**config.mk**
```make
export PLATFORM = sky130hd
export DESIGN_NAME = encoded_array_value_decoder
export DESIGN_NICKNAME = d
export VERILOG_FILES = /design/src/rtl/eavd_pkg.sv /design/src/rtl/eavd_in_stage.sv /design/src/rtl/eavd_core.sv /design/src/rtl/eavd_out_stage.sv /design/src/rtl/encoded_array_value_decoder.sv
export SDC_FILE = /design/constraint.sdc
export NUM_CORES = 1
export LEC_CHECK = 0
export BUFFER_PORTS_ARGS = -buffer_cell sky130_fd_sc_hd__buf_2
export CAP_MARGIN = 10
export CORE_AREA = 2 2 141 143
export DETAILED_ROUTE_END_ITERATION = 7
export DIE_AREA = 0 0 143 145
export GPL_ROUTABILITY_DRIVEN = 0
export PLACE_DENSITY = 0.71
export RECOVER_POWER = 100
export REMOVE_ABC_BUFFERS = 1
export SLEW_MARGIN = 30
export SYNTH_ARGS = -nofsm -noshare
export SYNTH_HDL_FRONTEND = slang
export SYNTH_SLANG_ARGS = --single-unit
```
**constraint.sdc**
```tcl
create_clock -name clk_i -period 6.3 [get_ports clk_i]
set_input_delay 0.315 -clock clk_i [delete_from_list [all_inputs] [get_ports clk_i]]
set_output_delay 0.315 -clock clk_i [all_outputs]
set_load 0.05 [all_outputs]
```
**src/rtl/eavd_pkg.sv**
```systemverilog
// Package for the encoded array value decoder.
// Holds type codes, result kinds, decode phases and the transaction structs.
// No dependencies.
package eavd_pkg;

  // Value header type codes
  localparam logic [4:0] TYPE_BYTE    = 5'h00;
  localparam logic [4:0] TYPE_SHORT   = 5'h02;
  localparam logic [4:0] TYPE_CHAR    = 5'h03;
  localparam logic [4:0] TYPE_INT     = 5'h04;
  localparam logic [4:0] TYPE_NULL    = 5'h1e;
  localparam logic [4:0] TYPE_BOOLEAN = 5'h1f;

  // Last ULEB128 count byte index (fifth byte)
  localparam logic [2:0] CNT_LAST_BYTE = 3'd4;

  typedef enum logic [1:0] {
    KIND_INT   = 2'd0,
    KIND_NULL  = 2'd1,
    KIND_EMPTY = 2'd2
  } kind_e;

  typedef enum logic [1:0] {
    PH_COUNT   = 2'd0,
    PH_HEADER  = 2'd1,
    PH_PAYLOAD = 2'd2,
    PH_IDLE    = 2'd3
  } phase_e;

  typedef struct packed {
    logic       valid;
    logic [7:0] data_byte;
    logic       start_req;
  } item_t;

  typedef struct packed {
    logic        valid;
    logic [31:0] position;
    logic [4:0]  vtype;
    kind_e       kind;
    logic [31:0] value;
    logic        last;
  } result_t;

  function automatic logic is_int_type(logic [4:0] t);
    return (t == TYPE_BYTE) || (t == TYPE_SHORT) || (t == TYPE_CHAR) || (t == TYPE_INT);
  endfunction

endpackage

```
**src/rtl/eavd_in_stage.sv**
```systemverilog
// Input register of the encoded array value decoder.
// Holds one accepted byte until the decode stage takes it. Depends on eavd_pkg.
module eavd_in_stage import eavd_pkg::*; (
  input  logic       clk_i,
  input  logic       rst_ni,
  input  logic       in_valid_i,
  output logic       in_stall_o,
  input  logic [7:0] data_byte_i,
  input  logic       start_req_i,
  input  logic       advance_i,
  output item_t      item_o
);

  logic       valid_q, valid_d;
  logic [7:0] byte_q;
  logic       start_q;
  logic       load;

  assign in_stall_o = valid_q && !advance_i;
  assign load       = in_valid_i && !in_stall_o;

  always_comb begin
    valid_d = valid_q;
    if (!valid_q || advance_i) begin
      valid_d = in_valid_i;
    end
  end

  always_ff @(posedge clk_i or negedge rst_ni) begin
    if (!rst_ni) begin
      valid_q <= 1'b0;
    end else begin
      valid_q <= valid_d;
    end
  end

  always_ff @(posedge clk_i) begin
    if (load) begin
      byte_q  <= data_byte_i;
      start_q <= start_req_i;
    end
  end

  assign item_o = '{valid: valid_q, data_byte: byte_q, start_req: start_q};

endmodule

```
**src/rtl/eavd_core.sv**
```systemverilog
// Decode stage: count, header and payload phases with all array state.
// Takes one byte per cycle from the input register while the result register can take a result. Depends on eavd_pkg.
module eavd_core import eavd_pkg::*; (
  input  logic    clk_i,
  input  logic    rst_ni,
  input  item_t   item_i,
  input  logic    advance_i,
  output result_t result_o
);

  phase_e      phase_q, phase_d;
  logic [31:0] count_q, count_d;
  logic [2:0]  cbn_q, cbn_d;
  logic [31:0] pos_q, pos_d;
  logic [4:0]  type_q, type_d;
  logic [3:0]  total_q, total_d;
  logic [3:0]  seen_q, seen_d;
  logic [31:0] acc_q, acc_d;

  logic        fire;
  logic [7:0]  b;
  phase_e      ph_eff;
  logic [31:0] cnt_eff;
  logic [2:0]  cbn_eff;
  logic [31:0] cnt_new;
  logic        cnt_done;
  logic [31:0] acc_new;
  logic [3:0]  seen_new;
  logic        pay_done;
  logic        fin;
  logic [4:0]  hdr_type;
  logic [2:0]  hdr_arg;
  logic [31:0] int_val;

  assign fire = item_i.valid && advance_i;
  assign b    = item_i.data_byte;

  // start_req behaves as a reset of the decode state on this byte
  assign ph_eff  = item_i.start_req ? PH_COUNT : phase_q;
  assign cnt_eff = item_i.start_req ? '0 : count_q;
  assign cbn_eff = item_i.start_req ? '0 : cbn_q;

  assign hdr_type = b[4:0];
  assign hdr_arg  = b[7:5];
  assign fin      = ((pos_q + 32'd1) == count_q);

  always_comb begin
    cnt_new  = cnt_eff;
    cnt_done = 1'b1;
    case (cbn_eff)
      3'd0: begin
        cnt_new  = cnt_eff | {25'd0, b[6:0]};
        cnt_done = !b[7];
      end
      3'd1: begin
        cnt_new  = cnt_eff | {18'd0, b[6:0], 7'd0};
        cnt_done = !b[7];
      end
      3'd2: begin
        cnt_new  = cnt_eff | {11'd0, b[6:0], 14'd0};
        cnt_done = !b[7];
      end
      3'd3: begin
        cnt_new  = cnt_eff | {4'd0, b[6:0], 21'd0};
        cnt_done = !b[7];
      end
      default: begin
        // fifth byte lands unmasked at bit 28; upper bits fall off
        cnt_new  = cnt_eff | {b[3:0], 28'd0};
        cnt_done = 1'b1;
      end
    endcase
  end

  always_comb begin
    case (seen_q)
      4'd0:    acc_new = acc_q | {24'd0, b};
      4'd1:    acc_new = acc_q | {16'd0, b, 8'd0};
      4'd2:    acc_new = acc_q | {8'd0, b, 16'd0};
      4'd3:    acc_new = acc_q | {b, 24'd0};
      default: acc_new = acc_q;
    endcase
  end

  assign seen_new = seen_q + 4'd1;
  assign pay_done = !(seen_new < total_q);

  always_comb begin
    case (total_q)
      4'd1:    int_val = {{24{acc_new[7]}}, acc_new[7:0]};
      4'd2:    int_val = {{16{acc_new[15]}}, acc_new[15:0]};
      4'd3:    int_val = {{8{acc_new[23]}}, acc_new[23:0]};
      default: int_val = acc_new;
    endcase
  end

  // Next state
  always_comb begin
    phase_d = phase_q;
    count_d = count_q;
    cbn_d   = cbn_q;
    pos_d   = pos_q;
    type_d  = type_q;
    total_d = total_q;
    seen_d  = seen_q;
    acc_d   = acc_q;
    if (fire) begin
      if (item_i.start_req) begin
        phase_d = PH_COUNT;
        count_d = '0;
        cbn_d   = '0;
        pos_d   = '0;
      end
      unique case (ph_eff)
        PH_COUNT: begin
          count_d = cnt_new;
          cbn_d   = cbn_eff + 3'd1;
          if (cnt_done) begin
            pos_d   = '0;
            phase_d = (cnt_new == '0) ? PH_IDLE : PH_HEADER;
          end else begin
            phase_d = PH_COUNT;
          end
        end
        PH_HEADER: begin
          type_d = hdr_type;
          if (hdr_type == TYPE_BOOLEAN || hdr_type == TYPE_NULL) begin
            pos_d   = pos_q + 32'd1;
            phase_d = fin ? PH_IDLE : PH_HEADER;
          end else begin
            total_d = {1'b0, hdr_arg} + 4'd1;
            seen_d  = '0;
            acc_d   = '0;
            phase_d = PH_PAYLOAD;
          end
        end
        PH_PAYLOAD: begin
          acc_d  = acc_new;
          seen_d = seen_new;
          if (pay_done) begin
            pos_d   = pos_q + 32'd1;
            phase_d = fin ? PH_IDLE : PH_HEADER;
          end
        end
        PH_IDLE: begin
          phase_d = PH_IDLE;
        end
        default: begin
          phase_d = PH_IDLE;
        end
      endcase
    end
  end

  // Result
  always_comb begin
    result_o = '{valid: 1'b0, position: pos_q, vtype: hdr_type, kind: KIND_NULL,
                 value: '0, last: fin};
    if (fire) begin
      unique case (ph_eff)
        PH_COUNT: begin
          if (cnt_done && cnt_new == '0) begin
            result_o.valid    = 1'b1;
            result_o.position = '0;
            result_o.vtype    = '0;
            result_o.kind     = KIND_EMPTY;
            result_o.last     = 1'b1;
          end
        end
        PH_HEADER: begin
          if (hdr_type == TYPE_BOOLEAN) begin
            result_o.valid = 1'b1;
            result_o.kind  = KIND_INT;
            result_o.value = {29'd0, hdr_arg};
          end else if (hdr_type == TYPE_NULL) begin
            result_o.valid = 1'b1;
          end
        end
        PH_PAYLOAD: begin
          result_o.vtype = type_q;
          if (pay_done) begin
            result_o.valid = 1'b1;
            if (is_int_type(type_q)) begin
              result_o.kind  = KIND_INT;
              result_o.value = int_val;
            end
          end
        end
        PH_IDLE: begin
          result_o.valid = 1'b0;
        end
        default: begin
          result_o.valid = 1'b0;
        end
      endcase
    end
  end

  always_ff @(posedge clk_i or negedge rst_ni) begin
    if (!rst_ni) begin
      phase_q <= PH_COUNT;
      count_q <= '0;
      cbn_q   <= '0;
      pos_q   <= '0;
      type_q  <= '0;
      total_q <= '0;
      seen_q  <= '0;
      acc_q   <= '0;
    end else begin
      phase_q <= phase_d;
      count_q <= count_d;
      cbn_q   <= cbn_d;
      pos_q   <= pos_d;
      type_q  <= type_d;
      total_q <= total_d;
      seen_q  <= seen_d;
      acc_q   <= acc_d;
    end
  end

endmodule

```
**src/rtl/eavd_out_stage.sv**
```systemverilog
// Result register of the encoded array value decoder.
// Holds one result transaction while the receiver stalls. Depends on eavd_pkg.
module eavd_out_stage import eavd_pkg::*; (
  input  logic               clk_i,
  input  logic               rst_ni,
  input  result_t            result_i,
  input  logic               out_stall_i,
  output logic               advance_o,
  output logic               out_valid_o,
  output logic [31:0]        position_o,
  output logic [4:0]         value_type_o,
  output logic [1:0]         kind_o,
  output logic signed [31:0] value_o,
  output logic               last_o
);

  logic        valid_q, valid_d;
  logic [31:0] pos_q;
  logic [4:0]  type_q;
  kind_e       kind_q;
  logic [31:0] value_q;
  logic        last_q;

  // register may take a new result when empty or being drained
  assign advance_o = !(valid_q && out_stall_i);

  always_comb begin
    valid_d = valid_q;
    if (advance_o) begin
      valid_d = result_i.valid;
    end
  end

  always_ff @(posedge clk_i or negedge rst_ni) begin
    if (!rst_ni) begin
      valid_q <= 1'b0;
    end else begin
      valid_q <= valid_d;
    end
  end

  always_ff @(posedge clk_i) begin
    if (advance_o && result_i.valid) begin
      pos_q   <= result_i.position;
      type_q  <= result_i.vtype;
      kind_q  <= result_i.kind;
      value_q <= result_i.value;
      last_q  <= result_i.last;
    end
  end

  assign out_valid_o  = valid_q;
  assign position_o   = pos_q;
  assign value_type_o = type_q;
  assign kind_o       = kind_q;
  assign value_o      = signed'(value_q);
  assign last_o       = last_q;

endmodule

```
**src/rtl/encoded_array_value_decoder.sv**
```systemverilog
// Encoded array value decoder, top level.
//
// Input channel: one byte of an encoded array per transaction (data_byte_i),
// with start_req_i marking the first count byte of a new array. A ULEB128
// element count (up to five bytes) is followed by that many values, each a
// header byte plus its payload bytes.
// Output channel: one transaction per decoded value, carrying its position,
// type code, kind (integer, null/skipped, empty marker), sign-extended value
// and a last flag. A zero count produces a single empty marker.
// Both channels use valid/stall; a transaction completes when valid is high
// and stall is low.
// Throughput: one byte per cycle while the receiver does not stall. The byte
// completing a value sits in the input register, then decodes into the
// result register, where its result becomes visible.
// Stall: while the receiver stalls a held result, the byte in the input
// register waits and in_stall_o rises; the pipeline drains without loss.
// Reset: the valid flags and decode state clear, and the block expects a count byte first.
// Bytes after the array's last value are dropped until start_req_i is set.
module encoded_array_value_decoder import eavd_pkg::*; (
  input  logic               clk_i,
  input  logic               rst_ni,
  input  logic               in_valid_i,
  output logic               in_stall_o,
  input  logic [7:0]         data_byte_i,
  input  logic               start_req_i,
  output logic               out_valid_o,
  input  logic               out_stall_i,
  output logic [31:0]        position_o,
  output logic [4:0]         value_type_o,
  output logic [1:0]         kind_o,
  output logic signed [31:0] value_o,
  output logic               last_o
);

  item_t   item;
  result_t result;
  logic    advance;

  eavd_in_stage u_in (
    .clk_i       (clk_i),
    .rst_ni      (rst_ni),
    .in_valid_i  (in_valid_i),
    .in_stall_o  (in_stall_o),
    .data_byte_i (data_byte_i),
    .start_req_i (start_req_i),
    .advance_i   (advance),
    .item_o      (item)
  );

  eavd_core u_core (
    .clk_i     (clk_i),
    .rst_ni    (rst_ni),
    .item_i    (item),
    .advance_i (advance),
    .result_o  (result)
  );

  eavd_out_stage u_out (
    .clk_i        (clk_i),
    .rst_ni       (rst_ni),
    .result_i     (result),
    .out_stall_i  (out_stall_i),
    .advance_o    (advance),
    .out_valid_o  (out_valid_o),
    .position_o   (position_o),
    .value_type_o (value_type_o),
    .kind_o       (kind_o),
    .value_o      (value_o),
    .last_o       (last_o)
  );

endmodule

```
Yosys cells after proc, flatten, opt, wreduce, memory -nomap -nowiden:

Index checks and enable logic that the tools add are counted.

* bits of input ports: 13
* flip-flop bits (word level): 197
* logic and storage cells: 115

* $lt $le $gt $ge: 1
* equal/unequal tests: 19
* bitwise logic cells: 10
* reduce and logical (&&, ||, !) cells: 25
* $add $sub $neg: 4
* muxes and demuxes: 39

Operators by type and width (number)
* 2-to-1 mux 32 bit: 8
* one-hot mux 32 bit (4 select lines): 2
* one-hot mux 32 bit (3 select lines): 2
* one-hot mux 32 bit (2 select lines): 2
* 2-to-1 mux 33 bit: 3
* 2-to-1 mux 73 bit: 1
* OR 32 bit: 2
* 2-to-1 mux 40 bit: 1
* adder 32 x 1 -> 32 bit (second input constant): 1
* == test 32 bit: 1
* zero test 32 bit: 1
* OR 32 x 14 -> 32 bit: 1
* OR 32 x 16 -> 32 bit: 1
* OR 32 x 21 -> 32 bit: 1
* OR 32 x 24 -> 32 bit: 1
* OR 32 x 28 -> 32 bit: 1
* OR 32 x 7 -> 32 bit: 1
* OR 32 x 8 -> 32 bit: 1
* == test 4 x 2 -> 1 bit (second input constant): 4
* 2-to-1 mux 2 bit: 6
* == test 5 x 2 -> 1 bit (second input constant): 2
* == test 5 bit (second input constant): 2
* one-hot mux 5 bit (2 select lines): 1
* == test 4 x 1 -> 1 bit (second input constant): 2
* other kinds (29): 50

Longest topological paths before layout:

* depth in word-level cells: 9
* gate-level depth with buffers: 14

Modules after synthesis:

From an unflattened synthesis, not the netlist that was laid out.

* cell total of the unflattened synthesis: 1023
* area, all modules: 10380.0 sq um

By module, submodules not included
* eavd_core: cells each 931, times used 1, area an instance 7827.5 sq um, sequential area each 2852.7 sq um
* eavd_out_stage: cells each 76, times used 1, area an instance 2209.6 sq um, sequential area each 2187.1 sq um
* eavd_in_stage: cells each 16, times used 1, area an instance 342.8 sq um, sequential area each 295.3 sq um

Worst setup path before layout:

Ideal clock, no wire load.

* path kind: flip-flop to flip-flop
* from: register u_in.start_q
* to: register u_out.kind_q[0], in the netlist u_out.kind_o[0], enable pin
* cell stages (with the launch flop): 14
* path slack: -405 ps
* arrival time: 6202 ps
* cells stage by stage: edfxtp_1 -> clkbuf_1 -> clkbuf_1 -> nor2b_1 -> ha_1 -> ha_1 -> or3_1 -> or3_1 -> o21ai_0 -> a21oi_1 -> nor4_2 -> nand2b_1 -> nand2_1 -> nor2_1

* word-level cells in the longest chain between the ends: 9

RTL lines
* start: declaration: RTL line eavd_in_stage.sv:16 `logic start_q;`
* start signal: assignment: RTL line eavd_in_stage.sv:40 `start_q <= start_req_i;`
* 2-to-1 mux 3 bit / 2-to-1 mux 32 bit (equally long branches): RTL line eavd_core.sv:41, eavd_core.sv:40
* == test 3 x 2 -> 1 bit (tied with other cells): RTL line eavd_core.sv:50 `case (cbn_eff)`
* one-hot mux 32 bit (4 select lines) / OR reduction 4 bit (equally long branches)
* zero test 32 bit / 2-to-1 mux 1 bit (equally long branches)
* logical AND 1 bit: RTL line eavd_core.sv:162 `if (cnt_done && cnt_new == '0) begin`
* 2-to-1 mux 40 bit: RTL line eavd_core.sv:162
* one-hot mux 1 bit (4 select lines) (*): RTL line eavd_core.sv:160 `unique case (ph_eff)`
* 2-to-1 mux 73 bit (*): RTL line eavd_core.sv:159 `if (fire) begin`
* logical AND 1 bit (*): RTL line eavd_out_stage.sv:43 `if (advance_o && result_i.valid) begin`
* end signal: assignment: RTL line eavd_out_stage.sv:46 `kind_q <= result_i.kind;`
* end: declaration: RTL line eavd_out_stage.sv:20 `kind_e kind_q;`

Every way passes the cells marked *; elsewhere a longest branch is shown, timed or not.
A chain may end at the register's enable or synchronous reset.

Worst setup path after layout:

* from: register u_in.start_q
* to: register u_out.value_q[26], in the netlist u_out.value_o[26], enable pin

* word-level cells in the longest chain between the ends: 9

RTL lines
* 2-to-1 mux 3 bit / 2-to-1 mux 32 bit (equally long branches): RTL line eavd_core.sv:41, eavd_core.sv:40
* == test 3 x 2 -> 1 bit (tied with other cells): RTL line eavd_core.sv:50
* one-hot mux 32 bit (4 select lines) / OR reduction 4 bit (equally long branches)
* zero test 32 bit / 2-to-1 mux 1 bit (equally long branches)
* logical AND 1 bit: RTL line eavd_core.sv:162
* 2-to-1 mux 40 bit: RTL line eavd_core.sv:162
* one-hot mux 1 bit (4 select lines) (*): RTL line eavd_core.sv:160
* 2-to-1 mux 73 bit (*): RTL line eavd_core.sv:159
* logical AND 1 bit (*): RTL line eavd_out_stage.sv:43
* end signal: assignment: RTL line eavd_out_stage.sv:47 `value_q <= result_i.value;`
* end: declaration: RTL line eavd_out_stage.sv:21 `logic [31:0] value_q;`

Marked as above.

==> flow_metrics.py <==
metrics = {
    "placement": {
        "dp_hpwl_um": 17600,
        "placed_area_um2": 10800,
        "port-buffer-count": 86,
    },
    "clock_network": {
        "cts_setup_buffers": 0,
        "clk_pin_slew_ns": 0.07,
        "clkSinkCount": 197,
        "insertion_delay_ns": 0.44,
        "numCtsBuffers": 17,
        "cts-root-buf": "clkbuf_16",
        "tritoncts": "yes",
        "cts_max_path_buffers": 2,
        "cts_max_level": 4,
        "cts_resized": 0,
    },
    "critical_path": {
        "crit_arrival_ns": 5.13,
        "critPathLaunchType": "register",
        "path_class": "register to register",
        "reg2reg_setup_slack_ns": 1.23,
        "cp.required_ns": 6.36,
        "crit_path_start": "u_in.start_q$_DFFE_PP_",
        "critPathMaxFanout": 44,
        "r2r_cells": 16,
        "cp-end-kind": "register",
        "r2r-start": "u_in.start_q$_DFFE_PP_",
    },
    "logic_synthesis": {
        "ys_warn_count": 0,
        "synth_cell_types": 73,
        "syn_area_um2": 10200,
        "syn_area_per_cell_um2": 9.90,
        "synth_most_common_cell": "dfrtp_1",
        "synth_common_cells": "dfrtp_1 (116), nor2_1 (104), o21ai_0 (92), nand2_1 (87), edfxtp_1 (81)",
        "synth_area_leaders": "dfrtp_1 (28%), edfxtp_1 (24%), o21ai_0 (4.5%)",
        "synth_cells": 1031,
        "async_reset_ff_share_pct": 58.9,
        "yosysSeqAreaShare_pct": 52.3,
        "synth_top_area_share_pct": 28.4,
        "synth-edff-count": 81,
        "yosys.area.top_type": "dfrtp_1",
        "ys_ff_latch": 197,
        "ys.flop_type": "dfrtp_1",
    },
    "detailed_routing": {
        "vias": 8452,
        "firstDrtPassIters": 5,
        "wl_um": 26600,
        "post_drt_wl_per_cell_um": 19.6,
        "dr.first_iter.drc_count": 842,
        "route.detailed.drc": 0,
        "vias_per_cell": 6.23,
        "antenna_left": 0,
    },
    "finish": {
        "drive_gt1_share_pct": 6.87,
        "insertedDiodeCount": 0,
        "final_area_um2": 11300,
        "syn_to_final_growth_pct": 10.8,
        "nets": 1108,
    },
    "global_route": {
        "grt_max_degree": 68,
        "grt_usage_pct": 26.1,
        "grt_pass1_vias": 8070,
        "antenna_found_initial": 0,
        "grt.overflow.total": 0,
        "grt_pass1_wl_um": 42600,
    },
    "power_and_ir_drop": {
        "power_mw": 4.41,
        "ir_drop_v": 0.000218,
        "leakage_nw": 4.49,
        "powerDensity_nw_per_um2": 390,
    },
    "timing": {
        "rsz0062_at_grt": "no",
        "worst_slew_pin_slew_ns": 2.85,
        "relSlewSlack_pct": -90.1,
        "setup_viol": 0,
        "hold_viol_final": 0,
        "post-route-period-util_pct": 80.5,
        "max_freq_mhz": 197,
        "period_needed_ns": 5.07,
        "maxSlewViolCount": 119,
        "skew_ns": 0.0110,
    },
    "floorplan": {
        "ios": 87,
        "start_util_pct": 53.1,
        "die_w_um": 143,
        "die-area_um2": 20700,
        "rows": 51,
        "die_y_um": 145,
        "core_area_um2": 19200,
    },
    "status": {
        "status": "complete, but fails checks",
        "violations": "capacitance limit, slew limit",
    },
    "run": {
        "maxCapViolations": 2,
    },
    "worst_hold_path": {
        "min_from": "data_byte_i[6]",
        "min_path_type": "input pin to register",
        "hold_path_depth": 1,
    },
}
==> worst max-delay path: stages (launching register included) <==
cell and delay [ns]:
edfxtp_1 0.33, buf_4 0.26, inv_1 0.31, nand2_1 0.18
inv_1 0.07, ha_1 0.18, ha_1 0.29, or3_1 0.39
or3_1 0.41, o21ai_0 0.13, a21oi_1 0.11, nor4_2 0.24
clkbuf_1 0.37, nand2b_1 0.20, nand2_1 0.14, nor2_4 0.13
clkbuf_2 0.91
==> kinds of logic after synthesis <==
kind of cell    Yosys count  share of synthesized area, %
fa+ha+maj                17                          2.08
buf+inv                  96                          3.68
compound gates          297                          18.4
flops                   197                          52.3
xor+xnor                 50                          4.29
simple gates            367                          18.5
mux                       7                         0.773
==> metrics by stage <==
step	setup WS, ns	setup TNS (ns)	std cells	hold WS, ns	util, %
4_1_cts	1.89	0	1356	0.0408	59.5
3_5_place_dp	1.93	0	1323	0.387	56.3
6_report	1.23	0	1356	0.0483	58.8
5_1_grt	0.783	0	1356	0.0387	58.8
2_1_floorplan	-0.490	-35.28	959	0.0194	-
3_3_place_gp	2.10	0	1323	0.385	56.2
==> report_power, final <==
| part | switching, mW | internal [mW] |
|---|---|---|
| registers | 0.224 | 1.60 |
| logic | 1.03 | 0.459 |
| clock network | 0.533 | 0.572 |
==> sequential cells by signal, indices dropped and copies added, names as in the netlist, 5 cells and up <==
signal	cells
u_in.byte_q	8
u_core.type_q	5
u_out.position_o	32
u_core.count_q	32
u_core.pos_q	32
u_out.value_o	32
u_out.value_type_o	5
u_core.acc_q	32
==> cell usage in the layout, fill, tap and decap left out, types with 5 or more instances in the layout <==
cell       Yosys  final
a211oi_1      19     19
a21oi_1       75     75
a22o_1        26     26
a31oi_1       13     13
a32oi_1        7      7
and2_0         4     20
and2_1        35     19
and3_1        22     22
and4_1         5      5
buf_2         12     11
buf_4          0      6
clkbuf_1      58     80
clkbuf_16      0     17
dfrtp_1      116    116
edfxtp_1      81     81
ha_1          17     17
inv_1         23     23
inv_8          0      5
mux2_2         7      7
nand2_1       87     87
nand2b_1       5      5
nand3_1       18     18
nand4_1       16     16
nor2_1       104    103
nor2b_1        8      8
nor3_1        17     16
nor4_1        14     14
o21ai_0       92     93
o31ai_1       14     14
or3_1          6      6
xnor2_1       31     31
xor2_1        19     19
==> per-layer routing <==
layer / global-route usage (%) / part of all wire [%] / up-vias
li1: - / - / 3872
met1: 38.0 / 44 / 4111
met2: 38.5 / 45 / 406
met3: 4.95 / 8.9 / 63
met4: 10.6 / 2.9 / 0
met5: 0 / 0 / -
==> what timing repair did <==
action                                  4_1_cts  5_1_grt
hold buffers                                  1        0
hold endpoints to repair                     49        0
endpoints found under the setup margin        0        0
==> final cells by class <==
cell class	count	area (µm²)
clock buffers	17	425
well taps	265	332
clock inverters	15	185
inverters	24	90.1
flip-flops and latches	197	5340
multi-input cells	738	4520
repair buffers	100	420
fillers	1662	7900
==> final timing paths <==
kind	endpoint
max	u_out.value_o[26]$_SDFFCE_PN0P_
min	u_in.byte_q[6]$_DFFE_PP_
max reg2reg	u_out.value_o[26]$_SDFFCE_PN0P_
min reg2reg	u_core.acc_q[23]$_DFFE_PN0P_
max in group asynchronous	u_core.pos_q[27]$_DFFE_PN0P_
min in group asynchronous	u_core.acc_q[12]$_DFFE_PN0P_
No activity file was read; power rests on OpenSTA's default activity.
